==> src/hdl/twfm_pkg.sv <==
// ----------------------------------------------------------------------------
// twfm_pkg: shared constants of the timed window fault monitor
// Field widths, pedal thresholds and the default channel count.
// ----------------------------------------------------------------------------
`default_nettype none

package twfm_pkg;

   localparam int CHANNEL_W   = 3;
   localparam int SAMPLE_W    = 16;
   localparam int LIMIT_W     = 16;
   localparam int PRESSURE_W  = 16;
   localparam int PEDAL_W     = 7;

   localparam int NUM_CHANNELS_DEF = 8;

   // Pedal thresholds in whole percent
   localparam logic [PEDAL_W-1:0] PEDAL_SET_PCT   = 7'd25;
   localparam logic [PEDAL_W-1:0] PEDAL_CLEAR_PCT = 7'd5;

endpackage : twfm_pkg

`default_nettype wire

==> src/hdl/timed_window_fault_monitor.sv <==
// Path: an accepted request beat passes the input register, then the result
//   register, on its way to its response beat.
// Throughput: one beat per cycle while the response side is not stalled; the
//   single-pass update of one channel's counter and trip flag sets the pace.
// Reset: synchronous, active high; clears all counters, trip flags, the
//   plausibility latch, the brake limit register and both valid flags.
// ----------------------------------------------------------------------------
// timed_window_fault_monitor
// Persistence-filtered window comparator per channel, with a brake/pedal
// plausibility latch and a combined vehicle fault output.
// ----------------------------------------------------------------------------
`default_nettype none

module timed_window_fault_monitor #(
   parameter int NUM_CHANNELS = twfm_pkg::NUM_CHANNELS_DEF
) (
   input  wire logic                                    clock,
   input  wire logic                                    reset,
   // configuration: brake pressure limit
   input  wire logic                                    csr_wr_en,
   input  wire logic        [twfm_pkg::PRESSURE_W-1:0]  csr_wr_data,
   // request channel
   input  wire logic                                    req_valid,
   output logic                                         req_stall,
   input  wire logic        [twfm_pkg::CHANNEL_W-1:0]   req_channel,
   input  wire logic signed [twfm_pkg::SAMPLE_W-1:0]    req_sample,
   input  wire logic signed [twfm_pkg::SAMPLE_W-1:0]    req_window_low,
   input  wire logic signed [twfm_pkg::SAMPLE_W-1:0]    req_window_high,
   input  wire logic        [twfm_pkg::LIMIT_W-1:0]     req_persist_limit,
   input  wire logic                                    req_ext_input_fault,
   input  wire logic        [twfm_pkg::PRESSURE_W-1:0]  req_brake_pressure,
   input  wire logic        [twfm_pkg::PEDAL_W-1:0]     req_pedal_percent,
   // response channel
   output logic                                         rsp_valid,
   input  wire logic                                    rsp_stall,
   output logic                                         rsp_channel_tripped,
   output logic                                         rsp_vehicle_fault,
   output logic                                         rsp_plausibility_latched
);

   localparam int CH_IDX_W = (NUM_CHANNELS > 1) ? $clog2(NUM_CHANNELS) : 1;
   // wide enough to hold any channel code and NUM_CHANNELS values up to 63
   localparam int CH_EXT_W = 6;

   // -------------------------------------------------------------------------
   // Handshake: the input register drains into the result register whenever
   // the result register is empty or its beat is being taken this cycle.
   // -------------------------------------------------------------------------
   logic in_valid_ff;
   logic rsp_valid_ff;
   logic out_free;
   logic advance;
   logic req_take;

   assign out_free  = !rsp_valid_ff || !rsp_stall;
   assign advance   = in_valid_ff && out_free;
   assign req_stall = in_valid_ff && !out_free;
   assign req_take  = req_valid && !req_stall;

   // -------------------------------------------------------------------------
   // Input register (payload, no reset)
   // -------------------------------------------------------------------------
   logic        [twfm_pkg::CHANNEL_W-1:0]  channel_ff;
   logic signed [twfm_pkg::SAMPLE_W-1:0]   sample_ff;
   logic signed [twfm_pkg::SAMPLE_W-1:0]   window_low_ff;
   logic signed [twfm_pkg::SAMPLE_W-1:0]   window_high_ff;
   logic        [twfm_pkg::LIMIT_W-1:0]    persist_limit_ff;
   logic                                   ext_fault_ff;
   logic        [twfm_pkg::PRESSURE_W-1:0] brake_pressure_ff;
   logic        [twfm_pkg::PEDAL_W-1:0]    pedal_ff;

   always_ff @(posedge clock) begin
      if (req_take) begin
         channel_ff        <= req_channel;
         sample_ff         <= req_sample;
         window_low_ff     <= req_window_low;
         window_high_ff    <= req_window_high;
         persist_limit_ff  <= req_persist_limit;
         ext_fault_ff      <= req_ext_input_fault;
         brake_pressure_ff <= req_brake_pressure;
         pedal_ff          <= req_pedal_percent;
      end
   end

   // -------------------------------------------------------------------------
   // Channel state and the plausibility latch
   // -------------------------------------------------------------------------
   logic [twfm_pkg::LIMIT_W-1:0]    count_ff [NUM_CHANNELS];
   logic [NUM_CHANNELS-1:0]         trip_ff;
   logic                            latch_ff;
   logic [twfm_pkg::PRESSURE_W-1:0] brake_limit_ff;

   // -------------------------------------------------------------------------
   // Single-pass update of the addressed channel
   // -------------------------------------------------------------------------
   logic [CH_EXT_W-1:0]          ch_ext;
   logic                         ch_valid;
   logic [CH_IDX_W-1:0]          ch_idx;
   logic                         in_window;
   logic [twfm_pkg::LIMIT_W-1:0] count_cur;
   logic [twfm_pkg::LIMIT_W:0]   count_inc;
   logic [twfm_pkg::LIMIT_W:0]   limit_p1;
   logic [twfm_pkg::LIMIT_W:0]   count_held;
   logic [twfm_pkg::LIMIT_W-1:0] count_in;
   logic                         trip_hit;
   logic [NUM_CHANNELS-1:0]      trip_in;
   logic                         latch_in;

   assign ch_ext    = {{(CH_EXT_W - twfm_pkg::CHANNEL_W){1'b0}}, channel_ff};
   assign ch_valid  = (ch_ext < CH_EXT_W'(NUM_CHANNELS));
   assign ch_idx    = ch_ext[CH_IDX_W-1:0];
   assign in_window = (sample_ff >= window_low_ff) && (sample_ff <= window_high_ff);
   assign count_cur = ch_valid ? count_ff[ch_idx] : '0;

   always_comb begin
      count_inc = {1'b0, count_cur} + 1'b1;
      limit_p1  = {1'b0, persist_limit_ff} + 1'b1;
      // hold the counter at limit + 1, and never above the counter's range
      count_held = (count_inc > {1'b0, persist_limit_ff}) ? limit_p1 : count_inc;
      if (count_held[twfm_pkg::LIMIT_W]) begin
         count_in = '1;
      end else begin
         count_in = count_held[twfm_pkg::LIMIT_W-1:0];
      end
      trip_hit = (count_in > persist_limit_ff);
      if (in_window) begin
         count_in = '0;
      end
   end

   always_comb begin
      trip_in = trip_ff;
      if (ch_valid) begin
         if (in_window) begin
            trip_in[ch_idx] = 1'b0;
         end else if (trip_hit) begin
            trip_in[ch_idx] = 1'b1;
         end
      end
   end

   // set on a hard brake with the pedal pressed, drop once the pedal is released
   always_comb begin
      latch_in = latch_ff;
      if ((brake_pressure_ff > brake_limit_ff) && (pedal_ff > twfm_pkg::PEDAL_SET_PCT)) begin
         latch_in = 1'b1;
      end else if (pedal_ff <= twfm_pkg::PEDAL_CLEAR_PCT) begin
         latch_in = 1'b0;
      end
   end

   // -------------------------------------------------------------------------
   // State registers
   // -------------------------------------------------------------------------
   always_ff @(posedge clock) begin
      if (reset) begin
         for (int i = 0; i < NUM_CHANNELS; i++) begin
            count_ff[i] <= '0;
         end
         trip_ff        <= '0;
         latch_ff       <= 1'b0;
         brake_limit_ff <= '0;
      end else begin
         if (csr_wr_en) begin
            brake_limit_ff <= csr_wr_data;
         end
         if (advance) begin
            if (ch_valid) begin
               count_ff[ch_idx] <= count_in;
            end
            trip_ff  <= trip_in;
            latch_ff <= latch_in;
         end
      end
   end

   // -------------------------------------------------------------------------
   // Valid flags and the result register
   // -------------------------------------------------------------------------
   always_ff @(posedge clock) begin
      if (reset) begin
         in_valid_ff  <= 1'b0;
         rsp_valid_ff <= 1'b0;
      end else begin
         if (req_take) begin
            in_valid_ff <= 1'b1;
         end else if (advance) begin
            in_valid_ff <= 1'b0;
         end
         if (advance) begin
            rsp_valid_ff <= 1'b1;
         end else if (!rsp_stall) begin
            rsp_valid_ff <= 1'b0;
         end
      end
   end

   logic channel_tripped_ff;
   logic vehicle_fault_ff;
   logic plaus_latched_ff;

   always_ff @(posedge clock) begin
      if (advance) begin
         channel_tripped_ff <= ch_valid && trip_in[ch_idx];
         vehicle_fault_ff   <= (|trip_in) || latch_in || ext_fault_ff;
         plaus_latched_ff   <= latch_in;
      end
   end

   assign rsp_valid                = rsp_valid_ff;
   assign rsp_channel_tripped      = channel_tripped_ff;
   assign rsp_vehicle_fault        = vehicle_fault_ff;
   assign rsp_plausibility_latched = plaus_latched_ff;

endmodule : timed_window_fault_monitor

`default_nettype wire

==> config.mk <==
export PLATFORM = sky130hd
export DESIGN_NAME = timed_window_fault_monitor
export DESIGN_NICKNAME = d
export VERILOG_FILES = /design/src/hdl/twfm_pkg.sv /design/src/hdl/timed_window_fault_monitor.sv
export SDC_FILE = /design/constraint.sdc
export NUM_CORES = 1
export LEC_CHECK = 0
export ABC_AREA = 1
export BUFFER_PORTS_ARGS = -buffer_cell sky130_fd_sc_hd__buf_2
export CAP_MARGIN = 15
export CORE_MARGIN = 4
export CORE_UTILIZATION = 51
export CTS_CLUSTER_SIZE = 10
export DETAILED_ROUTE_END_ITERATION = 10
export PLACE_DENSITY = 0.81
export SLEW_MARGIN = 20
export SYNTH_ARGS = -nofsm -noshare
export SYNTH_HDL_FRONTEND = slang
export SYNTH_SLANG_ARGS = --single-unit
==> constraint.sdc <==
create_clock -name clock -period 7.6 [get_ports clock]
set_clock_uncertainty 0.1 [all_clocks]
set_input_delay 0.38 -clock clock [delete_from_list [all_inputs] [get_ports clock]]
set_output_delay 0.38 -clock clock [all_outputs]
set_load 0.02 [all_outputs]
==> impl_metrics.sql <==
INSERT INTO impl_metrics (metric_group, metric, value, unit) VALUES
('synth', 'yosys.area.top_type', 'sky130_fd_sc_hd__edfxtp_1', ''),
('synth', 'synth-warning-count', '0', ''),
('clock_tree', 'tritoncts', 'yes', ''),
('timing', 'slew-limit-headroom', '0.3424', ''),
('min_path', 'worst_hold_path.endpoint', 'brake_limit_ff[3]', ''),
('power_and_ir_drop', 'max-vdd-ir-drop', '0.1806', 'mV'),
('synth', 'ys.flop_type', 'sky130_fd_sc_hd__edfxtp_1', ''),
('placed_design', 'dp.final_hpwl', '19800', 'um'),
('timing', 'tns', '0', 'ns'),
('power_and_ir_drop', 'p_per_area', '226.5', 'mW/mm^2'),
('run_status', 'run_status', 'complete, no violations', ''),
('placed_design', 'preCtsSetupSlack', '1.016', 'ns'),
('synth', 'yosys-top-cells-area', 'sky130_fd_sc_hd__edfxtp_1 51%, sky130_fd_sc_hd__ha_1 7.9%, sky130_fd_sc_hd__nor2_1 7.5%', ''),
('clock_tree', 'clock_insertion_delay_worst_skew', '0.56', 'ns'),
('detailed_routing', 'vias_per_cell', '5.460', ''),
('setup_path', 'endpoint_kind', 'flop', ''),
('run', 'max_cap_viol_count', '0', ''),
('synth', 'synth.distinct_cells', '42', ''),
('detailed_routing', 'route.detailed.wl_per_inst', '17.11', 'um'),
('floorplanning', 'core-area', '0.02511', 'mm^2'),
('floorplanning', 'initial_core_util', '0.5166', ''),
('grt', 'grt_antenna_before_repair', '0', ''),
('placed_design', 'post_dp_cell_area', '0.01377', 'mm^2'),
('timing', 'worst_slack', '0.8822', 'ns'),
('floorplanning', 'ioPinCount', '117', ''),
('timing', 'max_freq', '0.1489', 'GHz'),
('setup_path', 'critPathLaunchType', 'flop', ''),
('floorplanning', 'die_h', '167.5', 'um'),
('floorplanning', 'design.die.area', '0.02805', 'mm^2'),
('setup_path', 'crit_required', '7.81', 'ns'),
('grt', 'globalRouteTotalUtil', '0.2278', ''),
('floorplanning', 'floorplan.rows', '58', ''),
('clock_tree', 'cts.path.max_buffers', '3', ''),
('synth', 'share_of_synthesized_area_occupied_by_flip_flops_and_latches', '0.5579', ''),
('clock_tree', 'cts_made_buffers', '29', ''),
('setup_path', 'timing.critical_path.slowest_stage_cell', 'sky130_fd_sc_hd__buf_4', ''),
('setup_path', 'rr_worst_depth', '40', ''),
('clock_tree', 'cts.reportedPaths.clkPinSlew', '0.06', 'ns'),
('clock_tree', 'cts-htree-levels', '1', ''),
('placed_design', 'io_buffer_count', '115', ''),
('setup_path', 'crit_path_max_fanout', '59', ''),
('clock_tree', 'cts_post_setup_buffers_inserted', '0', ''),
('layout', 'stdcell_area', '0.01551', 'mm^2'),
('setup_path', 'worst-path-buf-inv', '6', ''),
('synth', 'yosysMostFrequentCell', 'sky130_fd_sc_hd__nor2_1', ''),
('synth', 'post_synth_fa_ha_maj_area_fraction', '0.07909', ''),
('synth', 'ys_seq_elements', '251', ''),
('grt', 'first_pass_grt_wire_length', '52120', 'um'),
('setup_path', 'reg2reg_setup_slack', '0.88', 'ns'),
('clock_tree', 'clkSinkCount', '251', ''),
('timing', 'measured_slew_at_the_worst_slew_check_pin', '0.9788', 'ns'),
('synth', 'synth_enable_flop_cells', '221', ''),
('detailed_routing', 'drc_errors', '0', ''),
('detailed_routing', 'routed-via-count', '10395', ''),
('timing', 'slew_violations', '0', ''),
('timing', 'post-route-period-util', '0.8839', ''),
('min_path', 'number_of_cells_on_the_worst_hold_path', '3', ''),
('clock_tree', 'cts_hold_buf', '93', ''),
('clock_tree', 'ctsRootBufferMaster', 'sky130_fd_sc_hd__clkbuf_16', ''),
('clock_tree', 'cts_resized', '0', ''),
('grt', 'grt_start_max_net_pins', '70', ''),
('floorplanning', 'die_x', '167.5', 'um'),
('setup_path', 'timing_worst_setup_path_type', 'flop to flop', ''),
('layout', 'syn_to_final_growth', '19.53', '%'),
('synth', 'post_synthesis_area_per_instance', '9.567', 'um^2'),
('timing', 'rsz0062_at_grt', 'false', ''),
('synth', 'synth_simple_gate_area_frac', '0.1955', ''),
('min_path', 'worst_hold_startpoint', 'csr_wr_data[3]', ''),
('layout', 'final_net_count', '1754', ''),
('setup_path', 'critical-path-top-cell-by-count', 'sky130_fd_sc_hd__nand2_1', ''),
('detailed_routing', 'detail_route.first_pass.iterations', '6', '');
[per-stage QoR]
step,total power [mW],hold slack [ns],cells
after global routing,3.664,0.05413,1903
after detailed placement,2.257,0.3559,1766
after floorplan,2.082,0.3325,1356
after CTS,3.495,0.003850,1903
after global placement,2.233,0.3482,1766
final,3.512,0.02514,1904
[placed cells by master, fill, tap and decap left out, types with 8 or more instances in the layout]
cell                            netlist  final
sky130_fd_sc_hd__buf_2                9    115
sky130_fd_sc_hd__clkbuf_1            18     12
sky130_fd_sc_hd__dfxtp_1             30     29
sky130_fd_sc_hd__nor2_1             260    259
sky130_fd_sc_hd__buf_4                9     10
sky130_fd_sc_hd__o21bai_1            11     11
sky130_fd_sc_hd__nand2_1            203    203
sky130_fd_sc_hd__clkbuf_16            0     29
sky130_fd_sc_hd__xor2_1              16     16
sky130_fd_sc_hd__o21ai_1             35     35
sky130_fd_sc_hd__ha_1                82     82
sky130_fd_sc_hd__nand3_1             48     48
sky130_fd_sc_hd__o22ai_1              8      8
sky130_fd_sc_hd__inv_1              141    140
sky130_fd_sc_hd__edfxtp_1           221    221
sky130_fd_sc_hd__nor3_1              18     18
sky130_fd_sc_hd__nor2_2              12     13
sky130_fd_sc_hd__dlygate4sd3_1        0     93
sky130_fd_sc_hd__a21oi_1             60     60
sky130_fd_sc_hd__nand4_1             11     11
sky130_fd_sc_hd__o21ai_0             93     93
sky130_fd_sc_hd__nand2_2             13     13
[worst max-delay path by stage]
stage / from / endpoint / slack [ns] / depth (start not counted)
2_1_floorplan: flop / rsp_vehicle_fault / 2.62 / 42
5_1_grt: flop / rsp_vehicle_fault / 0.20 / 42
3_3_place_gp: flop / rsp_vehicle_fault / 1.14 / 40
3_5_place_dp: flop / rsp_vehicle_fault / 1.02 / 40
6_report: flop / rsp_vehicle_fault / 0.88 / 40
4_1_cts: flop / rsp_vehicle_fault / 0.97 / 40
[where the power goes]
group	total, mW	internal, mW	switching (mW)
registers	1.61	1.58	0.0312
clock network	1.22	0.696	0.527
logic	0.681	0.231	0.450
total	3.51	2.50	1.01
[layer usage]
layer  global-route usage  vias up  wire, um
met5                    0        -         0
met4              0.08574        0      1215
li1                     -     4983         -
met3              0.04415       98      2581
met2               0.4020      473     16320
met1               0.2773     4841     12460
[registers in the layout (all words and copies together) (netlist names), named ones only]
register	cells
brake_pressure_ff	16
ch_idx	3
ext_fault_ff	1
window_low_ff	16
pedal_ff	6
rsp_channel_tripped	1
trip_ff	8
in_valid_ff	1
count_ff	128
window_high_ff	16
rsp_plausibility_latched	1
persist_limit_ff	16
rsp_vehicle_fault	1
brake_limit_ff	16
sample_ff	16
latch_ff	1
rsp_valid	1
[worst register-to-register path, delay by kind of cell (launching register included)]
kind / cells / cell delay (ns)
AOI/OAI and AO/OA: 5 / 0.80
DFF: 1 / 0.45
adders and majority gates: 3 / 0.82
xor gates and xnor gates: 1 / 0.25
and+or+nand+nor: 25 / 3.14
buffers and inverters: 6 / 0.92
[final cells by class]
class | instances | area, um^2
tap | 330 | 412.9
clock inverter | 3 | 30.03
clock buffer | 41 | 770.7
inverter | 146 | 550.5
sequential | 251 | 7238
antenna | 1 | 2.502
fill | 1959 | 9603
multi-input combinational | 914 | 4920
timing repair buffer | 218 | 1582
[cell families (layout without fill, tap and decap cells)]
logic type / count (synthesis) / count (layout)
flip-flops: 251 / 251
AND/OR/NAND/NOR: 591 / 591
other: 0 / 1
buffers and inverters: 191 / 408
AO/OA/AOI/OAI: 225 / 225
adder cells (fa/ha/maj): 82 / 82
XOR/XNOR: 16 / 16
No activity file was read; power rests on OpenSTA's default activity.
